==> src/hw/rtl/msf_pkg.sv <==
// ----------------------------------------------------------------------------
// msf_pkg
// Shared widths, controller states, command/status structs and the
// leading-zero count used by the Morton split finder.
// ----------------------------------------------------------------------------
`default_nettype none

package msf_pkg;

  // Table geometry and field widths
  localparam int MAX_ENTRIES = 1024;
  localparam int CODE_BITS   = 32;
  localparam int ADDR_W      = $clog2(MAX_ENTRIES);
  localparam int IDX_W       = 10;
  localparam int VAL_W       = 32;
  localparam int CLZ_W       = $clog2(CODE_BITS + 1);

  localparam logic [IDX_W:0] ENTRY_LIM = (IDX_W + 1)'(MAX_ENTRIES);

  // Function codes of an input word
  localparam logic FUNC_WRITE = 1'b0;
  localparam logic FUNC_QUERY = 1'b1;

  typedef logic [CODE_BITS-1:0] code_t;
  typedef logic [CLZ_W-1:0]     clz_t;

  typedef enum logic [2:0] {
    ST_IDLE,
    ST_RD_LAST,
    ST_SETUP,
    ST_STEP,
    ST_DONE
  } state_t;

  // Controller to datapath
  typedef struct packed {
    logic wr_en;     // store the code of the input word
    logic q_load;    // latch the range, read the first code
    logic fc_load;   // latch the first code, read the last code
    logic setup;     // compare ends, seed the search
    logic step_en;   // test one probe, issue the next
    logic out_load;  // move the split into the output register
    logic out_err;   // load an inverted-range result from the input word
  } msf_cmd_t;

  // Datapath to controller
  typedef struct packed {
    logic out_free;    // output register empty or being taken
    logic inverted;    // input word has first above last
    logic ends_equal;  // codes at both ends match
    logic step_more;   // search step still above one
  } msf_stat_t;

  // Leading zeros of v; zero gives CODE_BITS
  function automatic clz_t lead_zeros(input code_t v);
    clz_t n;
    n = clz_t'(CODE_BITS);
    for (int i = 0; i < CODE_BITS; i++) begin
      if (v[i]) begin
        n = clz_t'(CODE_BITS - 1 - i);
      end
    end
    return n;
  endfunction

endpackage

`default_nettype wire

==> src/hw/rtl/msf_ctrl.sv <==
// ----------------------------------------------------------------------------
// msf_ctrl
// Sequencer for the split search: accepts words, walks the read, setup and
// search steps, and hands the result to the output register.
// ----------------------------------------------------------------------------
`default_nettype none

module msf_ctrl (
  input  wire logic               clk,
  input  wire logic               rst,
  input  wire logic               in_valid,
  input  wire logic               in_func,
  output logic                    in_ready,
  input  wire msf_pkg::msf_stat_t stat,
  output msf_pkg::msf_cmd_t       cmd
);

  msf_pkg::state_t state, state_next;
  logic            accept;

  assign in_ready = (state == msf_pkg::ST_IDLE) && stat.out_free;
  assign accept   = in_valid && in_ready;

  // State register
  always_ff @(posedge clk) begin
    if (rst) begin
      state <= msf_pkg::ST_IDLE;
    end else begin
      state <= state_next;
    end
  end

  // Next state
  always_comb begin
    state_next = state;
    unique case (state)
      msf_pkg::ST_IDLE: begin
        if (accept && (in_func == msf_pkg::FUNC_QUERY) && !stat.inverted) begin
          state_next = msf_pkg::ST_RD_LAST;
        end
      end
      msf_pkg::ST_RD_LAST: state_next = msf_pkg::ST_SETUP;
      msf_pkg::ST_SETUP: begin
        state_next = stat.ends_equal ? msf_pkg::ST_DONE : msf_pkg::ST_STEP;
      end
      msf_pkg::ST_STEP: begin
        if (!stat.step_more) begin
          state_next = msf_pkg::ST_DONE;
        end
      end
      msf_pkg::ST_DONE: begin
        if (stat.out_free) begin
          state_next = msf_pkg::ST_IDLE;
        end
      end
      default: state_next = msf_pkg::ST_IDLE;
    endcase
  end

  // Commands
  always_comb begin
    cmd = '0;
    unique case (state)
      msf_pkg::ST_IDLE: begin
        if (accept) begin
          if (in_func == msf_pkg::FUNC_WRITE) begin
            cmd.wr_en = 1'b1;
          end else if (stat.inverted) begin
            cmd.out_err = 1'b1;
          end else begin
            cmd.q_load = 1'b1;
          end
        end
      end
      msf_pkg::ST_RD_LAST: cmd.fc_load  = 1'b1;
      msf_pkg::ST_SETUP:   cmd.setup    = 1'b1;
      msf_pkg::ST_STEP:    cmd.step_en  = 1'b1;
      msf_pkg::ST_DONE:    cmd.out_load = stat.out_free;
      default: cmd = '0;
    endcase
  end

endmodule

`default_nettype wire

==> config.mk <==
export PLATFORM = sky130hd
export DESIGN_NAME = msf_ctrl
export DESIGN_NICKNAME = d
export VERILOG_FILES = /design/src/hw/rtl/msf_pkg.sv /design/src/hw/rtl/msf_ctrl.sv
export SDC_FILE = /design/constraint.sdc
export NUM_CORES = 1
export LEC_CHECK = 0
export BUFFER_PORTS_ARGS = -buffer_cell sky130_fd_sc_hd__buf_2
export CORE_AREA = 2 2 39 41
export CTS_CLUSTER_DIAMETER = 30
export DETAILED_ROUTE_END_ITERATION = 10
export DIE_AREA = 0 0 41 43
export GPL_TIMING_DRIVEN = 0
export PLACE_DENSITY = 0.58
export SYNTH_ARGS = -nofsm -noshare
export SYNTH_HDL_FRONTEND = slang
export SYNTH_SLANG_ARGS = --single-unit
==> constraint.sdc <==
create_clock -name clk -period 1.3 [get_ports clk]
set_clock_uncertainty 0.15 [all_clocks]
set_input_delay 0.065 -clock clk [delete_from_list [all_inputs] [get_ports clk]]
set_output_delay 0.065 -clock clk [all_outputs]
set_load 0.01 [all_outputs]
==> metrics, run 1 <==
outcome=finished, violations left; failing checks=setup timing; f_max=693 MHz; MaxCap Viol Count=0; nature of the critical path endpoint=output pin; Synth cell types=21; PwrDens=1770 mW/mm^2; proportion of layout cells with a drive suffix above 1=73.7%; grt ovf=0; Final Net Count=66; Crit path arrival time=1.23 ns; Worst-Skew Late Latency=0.23 ns; Synth Instances=32; most common cell after layout, fill and taps aside=buf_2; Final WS setup=-0.142 ns; period utilization=111%; initial antenna violation count=0; largest net degree at the start of global routing=11; Tmin final=1.44 ns; Most flops, register=state; core footprint=0.00138 mm^2; dpl hpwl=513 um; Antenna Cells=0; number of global-route vias before repair=302; Avg Cell Area, Syn=8.91 um^2; post-DR wirelength/cell=10.2 um; part of the power in combinational logic=63.8%; Lkg Pwr=0.243 nW; Final Max Slew Viols=0; Antenna Nets Post-Route=0; sequential element share of the synthesized area=21.1%; crit-path max FO=3; required time of the worst setup path=1.09 ns; DP Worst Slack=-0.0819 ns; Power Internal=0.548 mW; TritonCTS Buffers=3; CP Launch Type=register; initial drt markers=1; via count=331; Yosys warning count=0; setup violators final=9; Tightest Pin Transition=0.261 ns; commonest cells after routing, fill and taps aside=buf_2, buf_4; Seq pwr share=18.5%; Clk Tree Root Cell=clkbuf_4; CTS H-tree depth=1; Peak VDD IR=0.663 mV; Clock Path Buffers=2; CTS tree=yes; Initial Util=20.6%; crit path kind=reg2out; Total GRT Usage=10.1%; setup TNS=-0.634 ns; post-synthesis cell area=285 um^2; RSZ-0062 raised after global routing=true; final RePlAce weighted congestion=0.680; Worst-path clk slew=0.04 ns; Syn-to-layout area delta=82.9%; chip width=41 um; count of buffers from port buffering=15; # fillers=150; max reg flops=3; Clock power frac=17.7%; P_sw=0.377 mW; Sw Share=40.8%; clock sink count=3; Final Hold Fails=0; final WL=748 um; die area=0.00176 mm^2; num ports=16; drt drc=0; first-pass GRT wire length=1.12 mm; Yosys reg bits=3; biggest regs=state: 3 flops; hold crit path type=in2reg; Synth Net Count=40; first-pass iteration count of the detailed router=2; drt via density=4.53; Rel. slew slack=82.5%; Die Y-Extent=43 um; cell row count=14
## cells in the mapped netlist
master     instances  share of area, %
nor3_1             5               8.8
nor2_1             4               5.3
dfxtp_1            3                21
buf_6              2               7.9
nor3b_1            2               5.3
a211oi_2           1               4.4
a311oi_2           1               5.3
and4b_1            1               3.5
buf_4              1               2.6
inv_1              1               1.3
inv_2              1               1.3
mux2i_1            1               3.5
nand2_1            1               1.3
nand3_1            1               1.8
nand4b_1           1               3.1
nor4b_4            1               8.3
nor4bb_1           1               3.5
o2bb2ai_1          1               3.1
o32ai_1            1               3.1
or2_2              1               2.2
or4b_1             1               3.5
## logic make-up (layout without fill, tap and decap cells)
kind of cell | after synthesis | after routing | synth area share, %
AO/OA/AOI/OAI | 4 | 4 | 15.8
buffers and inverters | 5 | 30 | 13.2
flip-flops | 3 | 3 | 21.1
AND/OR/NAND/NOR | 19 | 19 | 46.5
multiplexers | 1 | 1 | 3.51
## power by group through the flow
| stage | logic [mW] | registers, mW | clock network [mW] |
|---|---|---|---|
| after floorplan | 0.333 | 0.144 | 0 |
| after global placement | 0.432 | 0.146 | 0 |
| after detailed placement | 0.437 | 0.147 | 0 |
| after CTS | 0.530 | 0.147 | 0.170 |
| after global routing | 0.642 | 0.173 | 0.175 |
| final | 0.590 | 0.171 | 0.164 |
## worst max-delay path, cell delays in order, from the launching register on
cell	delay [ns]
dfxtp_2	0.33
nor4b_4	0.30
nand4b_1	0.18
inv_1	0.07
buf_2	0.12
## per-layer routing
metal | vias to the layer above | share of wire, % | track usage [%] | wire length, um
met1 | 150 | 41 | 9.65 | 303
met5 | - | 0 | 0 | 0
met4 | 0 | 0 | 10.0 | 0
li1 | 170 | - | - | -
met3 | 0 | 6.8 | 3.14 | 51
met2 | 11 | 53 | 15.6 | 393
## area by class of cell
cell class | count | area [um^2] | area share [%]
clock buffers | 4 | 26.3 | 5.04
inverters | 2 | 10.0 | 1.92
repair buffers | 22 | 136 | 26.1
plain buffers | 2 | 22.5 | 4.32
well taps | 16 | 20.0 | 3.84
flip-flops and latches | 3 | 66.3 | 12.7
multi-input cells | 24 | 240 | 46.0
## path summary, 6_finish.rpt
path,from,to,slack [ns],cells past startpoint
hold / removal,stat[3],state[2],0.05,3
hold reg to reg,state[0],state[2],0.44,2
setup / recovery,state[2],cmd[5],-0.14,4
setup reg to reg,state[2],state[0],-0.09,4
## metrics by stage
| stage | instance area, um^2 | hold slack [ns] | utilization [%] | cells | power (mW) |
|---|---|---|---|---|---|
| 2_1_floorplan | 285 | -0.0171 | - | 32 | 0.477 |
| 3_3_place_gp | 380 | 0.129 | 27.5 | 63 | 0.578 |
| 3_5_place_dp | 380 | 0.133 | 27.5 | 63 | 0.584 |
| 4_1_cts | 468 | 0.0413 | 33.8 | 71 | 0.847 |
| 5_1_grt | 522 | 0.0665 | 37.7 | 73 | 0.989 |
| 6_report | 522 | 0.0532 | 37.7 | 73 | 0.925 |
## timing repair
item                                    in CTS  in global routing
pin swaps                                    8                  4
endpoints found under the setup margin      10                 11
gates cloned                                 0                  0
hold buffers                                 2                  0
gates resized for setup                      5                 12
hold endpoints to repair                     3                  0
buffers inserted                             2                  3
Note: power is estimated with default switching activity, not from simulation.
==> inputs of run 2 (changes only) <==
--- a/config.mk
+++ b/config.mk
@@ -12,6 +12,7 @@
 export DIE_AREA = 0 0 41 43
 export GPL_TIMING_DRIVEN = 0
 export PLACE_DENSITY = 0.58
+export SKIP_CTS_REPAIR_TIMING = 1
 export SYNTH_ARGS = -nofsm -noshare
 export SYNTH_HDL_FRONTEND = slang
 export SYNTH_SLANG_ARGS = --single-unit
==> metrics, run 2 (synthesis results as in run 1) <==
outcome=finished, violations left (unchanged); failing checks=hold timing, setup timing (was setup timing); final WL=707 um (was 748 um); dpl hpwl=513 um (unchanged); commonest cells after routing, fill and taps aside=buf_2, nor3_1, buf_6, nor2_1, clkbuf_4 (was buf_2, buf_4); Syn-to-layout area delta=66.2% (was 82.9%); reg2reg path depth=5 (was 4); required time of the worst setup path=1.09 ns (about the same); Worst-Skew Late Latency=0.23 ns (about the same); CTS H-tree depth=1 (unchanged); PwrDens=1800 mW/mm^2 (was 1770 mW/mm^2); Crit path arrival time=1.32 ns (was 1.23 ns); setup violators final=11 (was 9); num ports=16 (unchanged); TritonCTS Buffers=3 (unchanged); post-DR wirelength/cell=10.1 um (was 10.2 um); via count=320 (was 331); count of buffers from port buffering=15 (unchanged); Hold EP=state[1] (was state[2]); Register Area=61.3 um^2 (was 66.3 um^2); Die Y-Extent=43 um (unchanged); Sw Share=41.2% (was 40.8%); worst hold path depth=3 (unchanged); final hold slack=-0.0159 ns (was 0.0532 ns); Rel. slew slack=82.8% (was 82.5%); area of placed instances=380 um^2 (unchanged); Initial Util=20.6% (unchanged); Hold Startpoint=rst (was stat[3]); Clk Tree Root Cell=clkbuf_4 (unchanged); initial antenna violation count=0 (unchanged); grt ovf=0 (unchanged); Most flops, register=state (unchanged); Power Internal=0.501 mW (was 0.548 mW); initial drt markers=1 (unchanged); first-pass iteration count of the detailed router=3 (was 2); Worst-path clk slew=0.04 ns (about the same); die area=0.00176 mm^2 (unchanged); RSZ-0062 raised after global routing=true (unchanged); crit path kind=reg2out (unchanged); first-pass GRT wire length=1.03 mm (was 1.12 mm); chip width=41 um (unchanged); biggest regs=state: 3 flops (unchanged); core footprint=0.00138 mm^2 (unchanged); Final Hold Fails=1 (was 0); reg-to-reg slack, setup=-0.17 ns (was -0.09 ns); MaxCap Viol Count=0 (unchanged); Clock Path Buffers=2 (unchanged); total power=0.852 mW (was 0.925 mW); cell row count=14 (unchanged); Total GRT Usage=9.24% (was 10.1%); DP Worst Slack=-0.0819 ns (unchanged); max reg flops=3 (unchanged); proportion of layout cells with a drive suffix above 1=64.8% (was 73.7%); worst-path cell chain=buf_6, nor4b_4, nand4b_1, inv_1, buf_2 (was nor4b_4, nand4b_1, inv_1, buf_2); drt drc=0 (unchanged); most common cell after layout, fill and taps aside=buf_2 (unchanged); Tmin final=1.53 ns (was 1.44 ns); # fillers=149 (was 150); crit-path max FO=3 (unchanged); nature of the critical path endpoint=output pin (unchanged); Antenna Cells=0 (unchanged); period utilization=118% (was 111%); fin cells=70 (was 73); f_max=653 MHz (was 693 MHz); slowest stage cell on the critical path=dfxtp_2 (unchanged); Worst R2R End=state[0] (unchanged); final RePlAce weighted congestion=0.680 (unchanged); CTS tree=yes (unchanged); part of the power in combinational logic=62.9% (was 63.8%); Clock power frac=19.2% (was 17.7%); Peak VDD IR=0.536 mV (was 0.663 mV); Final WS setup=-0.231 ns (was -0.142 ns); Crit path largest cell delay=0.31 ns (was 0.33 ns); clock sink count=3 (unchanged); setup TNS=-1.44 ns (was -0.634 ns); Final Util=34.3% (was 37.7%); P_sw=0.351 mW (was 0.377 mW); Tightest Pin Transition=0.257 ns (was 0.261 ns); Antenna Nets Post-Route=0 (unchanged); drt via density=4.57 (was 4.53); Final Net Count=63 (was 66); worst r2r src=state[1] (was state[2]); multi-input logic area=225 um^2 (was 240 um^2); Final Max Slew Viols=0 (unchanged); Cell Count Post-Placement=63 (unchanged); hold crit path type=in2reg (unchanged); Seq pwr share=17.8% (was 18.5%); number of global-route vias before repair=272 (was 302); Lkg Pwr=0.221 nW (was 0.243 nW); largest net degree at the start of global routing=11 (unchanged); CP Launch Type=register (unchanged); Post-Layout Inst Area=474 um^2 (was 522 um^2)
-- run 2: cell count changes in the layout (fill, tap and decap cells not counted) --
cell / before / now
inv_4: 1 / 0
dlygate4sd3_1: 2 / 1
dfxtp_2: 2 / 1
dfxtp_1: 0 / 2
nor3b_2: 2 / 1
nor3_2: 3 / 1
buf_4: 4 / 2
nor3_1: 2 / 4
nor3b_1: 0 / 1
inv_2: 0 / 1
dfxtp_4: 1 / 0
-- run 2: layout make-up --
cell class / instances / share of cell area (%)
repair buffers: 18 / 21.1
multi-input cells: 24 / 47.5
plain buffers: 3 / 7.12
clock buffers: 4 / 5.54
flip-flops and latches: 3 / 12.9
well taps: 16 / 4.22
inverters: 2 / 1.58
-- run 2: how the worst max path moves through the flow --
stage	cells after the start	slack (ns)	endpoint	startpoint
finish	5	-0.23	cmd[5]	state[1]
global route	5	-0.35	cmd[0]	state[1]
CTS	5	-0.27	cmd[0]	state[1]
detailed placement	4	-0.08	state[0]	state[1]
global placement	4	-0.07	state[0]	state[1]
floorplan	4	-0.06	state[0]	state[1]
-- run 2: per-layer routing --
metal | up-vias | wire [um] | part of all wire (%) | global-route usage, %
li1 | 164 | - | - | -
met1 | 145 | 281 | 40 | 9.97
met2 | 11 | 374 | 53 | 12.5
met3 | 0 | 51 | 7.2 | 3.14
met4 | 0 | 0 | 0 | 10.0
met5 | - | 0 | 0 | 0
-- run 2: worst max-delay path: cells and delay by family, from the launching register on --
| family | cells | cell delay, ns |
|---|---|---|
| AND/OR/NAND/NOR | 2 | 0.48 |
| flip-flops | 1 | 0.31 |
| buffers and inverters | 3 | 0.31 |
-- run 2: power by group through the flow --
stage               Clock, mW  Sequential (mW)  Combinational (mW)
global placement            0            0.146               0.432
CTS                     0.170            0.145               0.441
detailed placement          0            0.147               0.437
finish                  0.164            0.152               0.536
floorplan                   0            0.144               0.333
global route            0.175            0.155               0.586
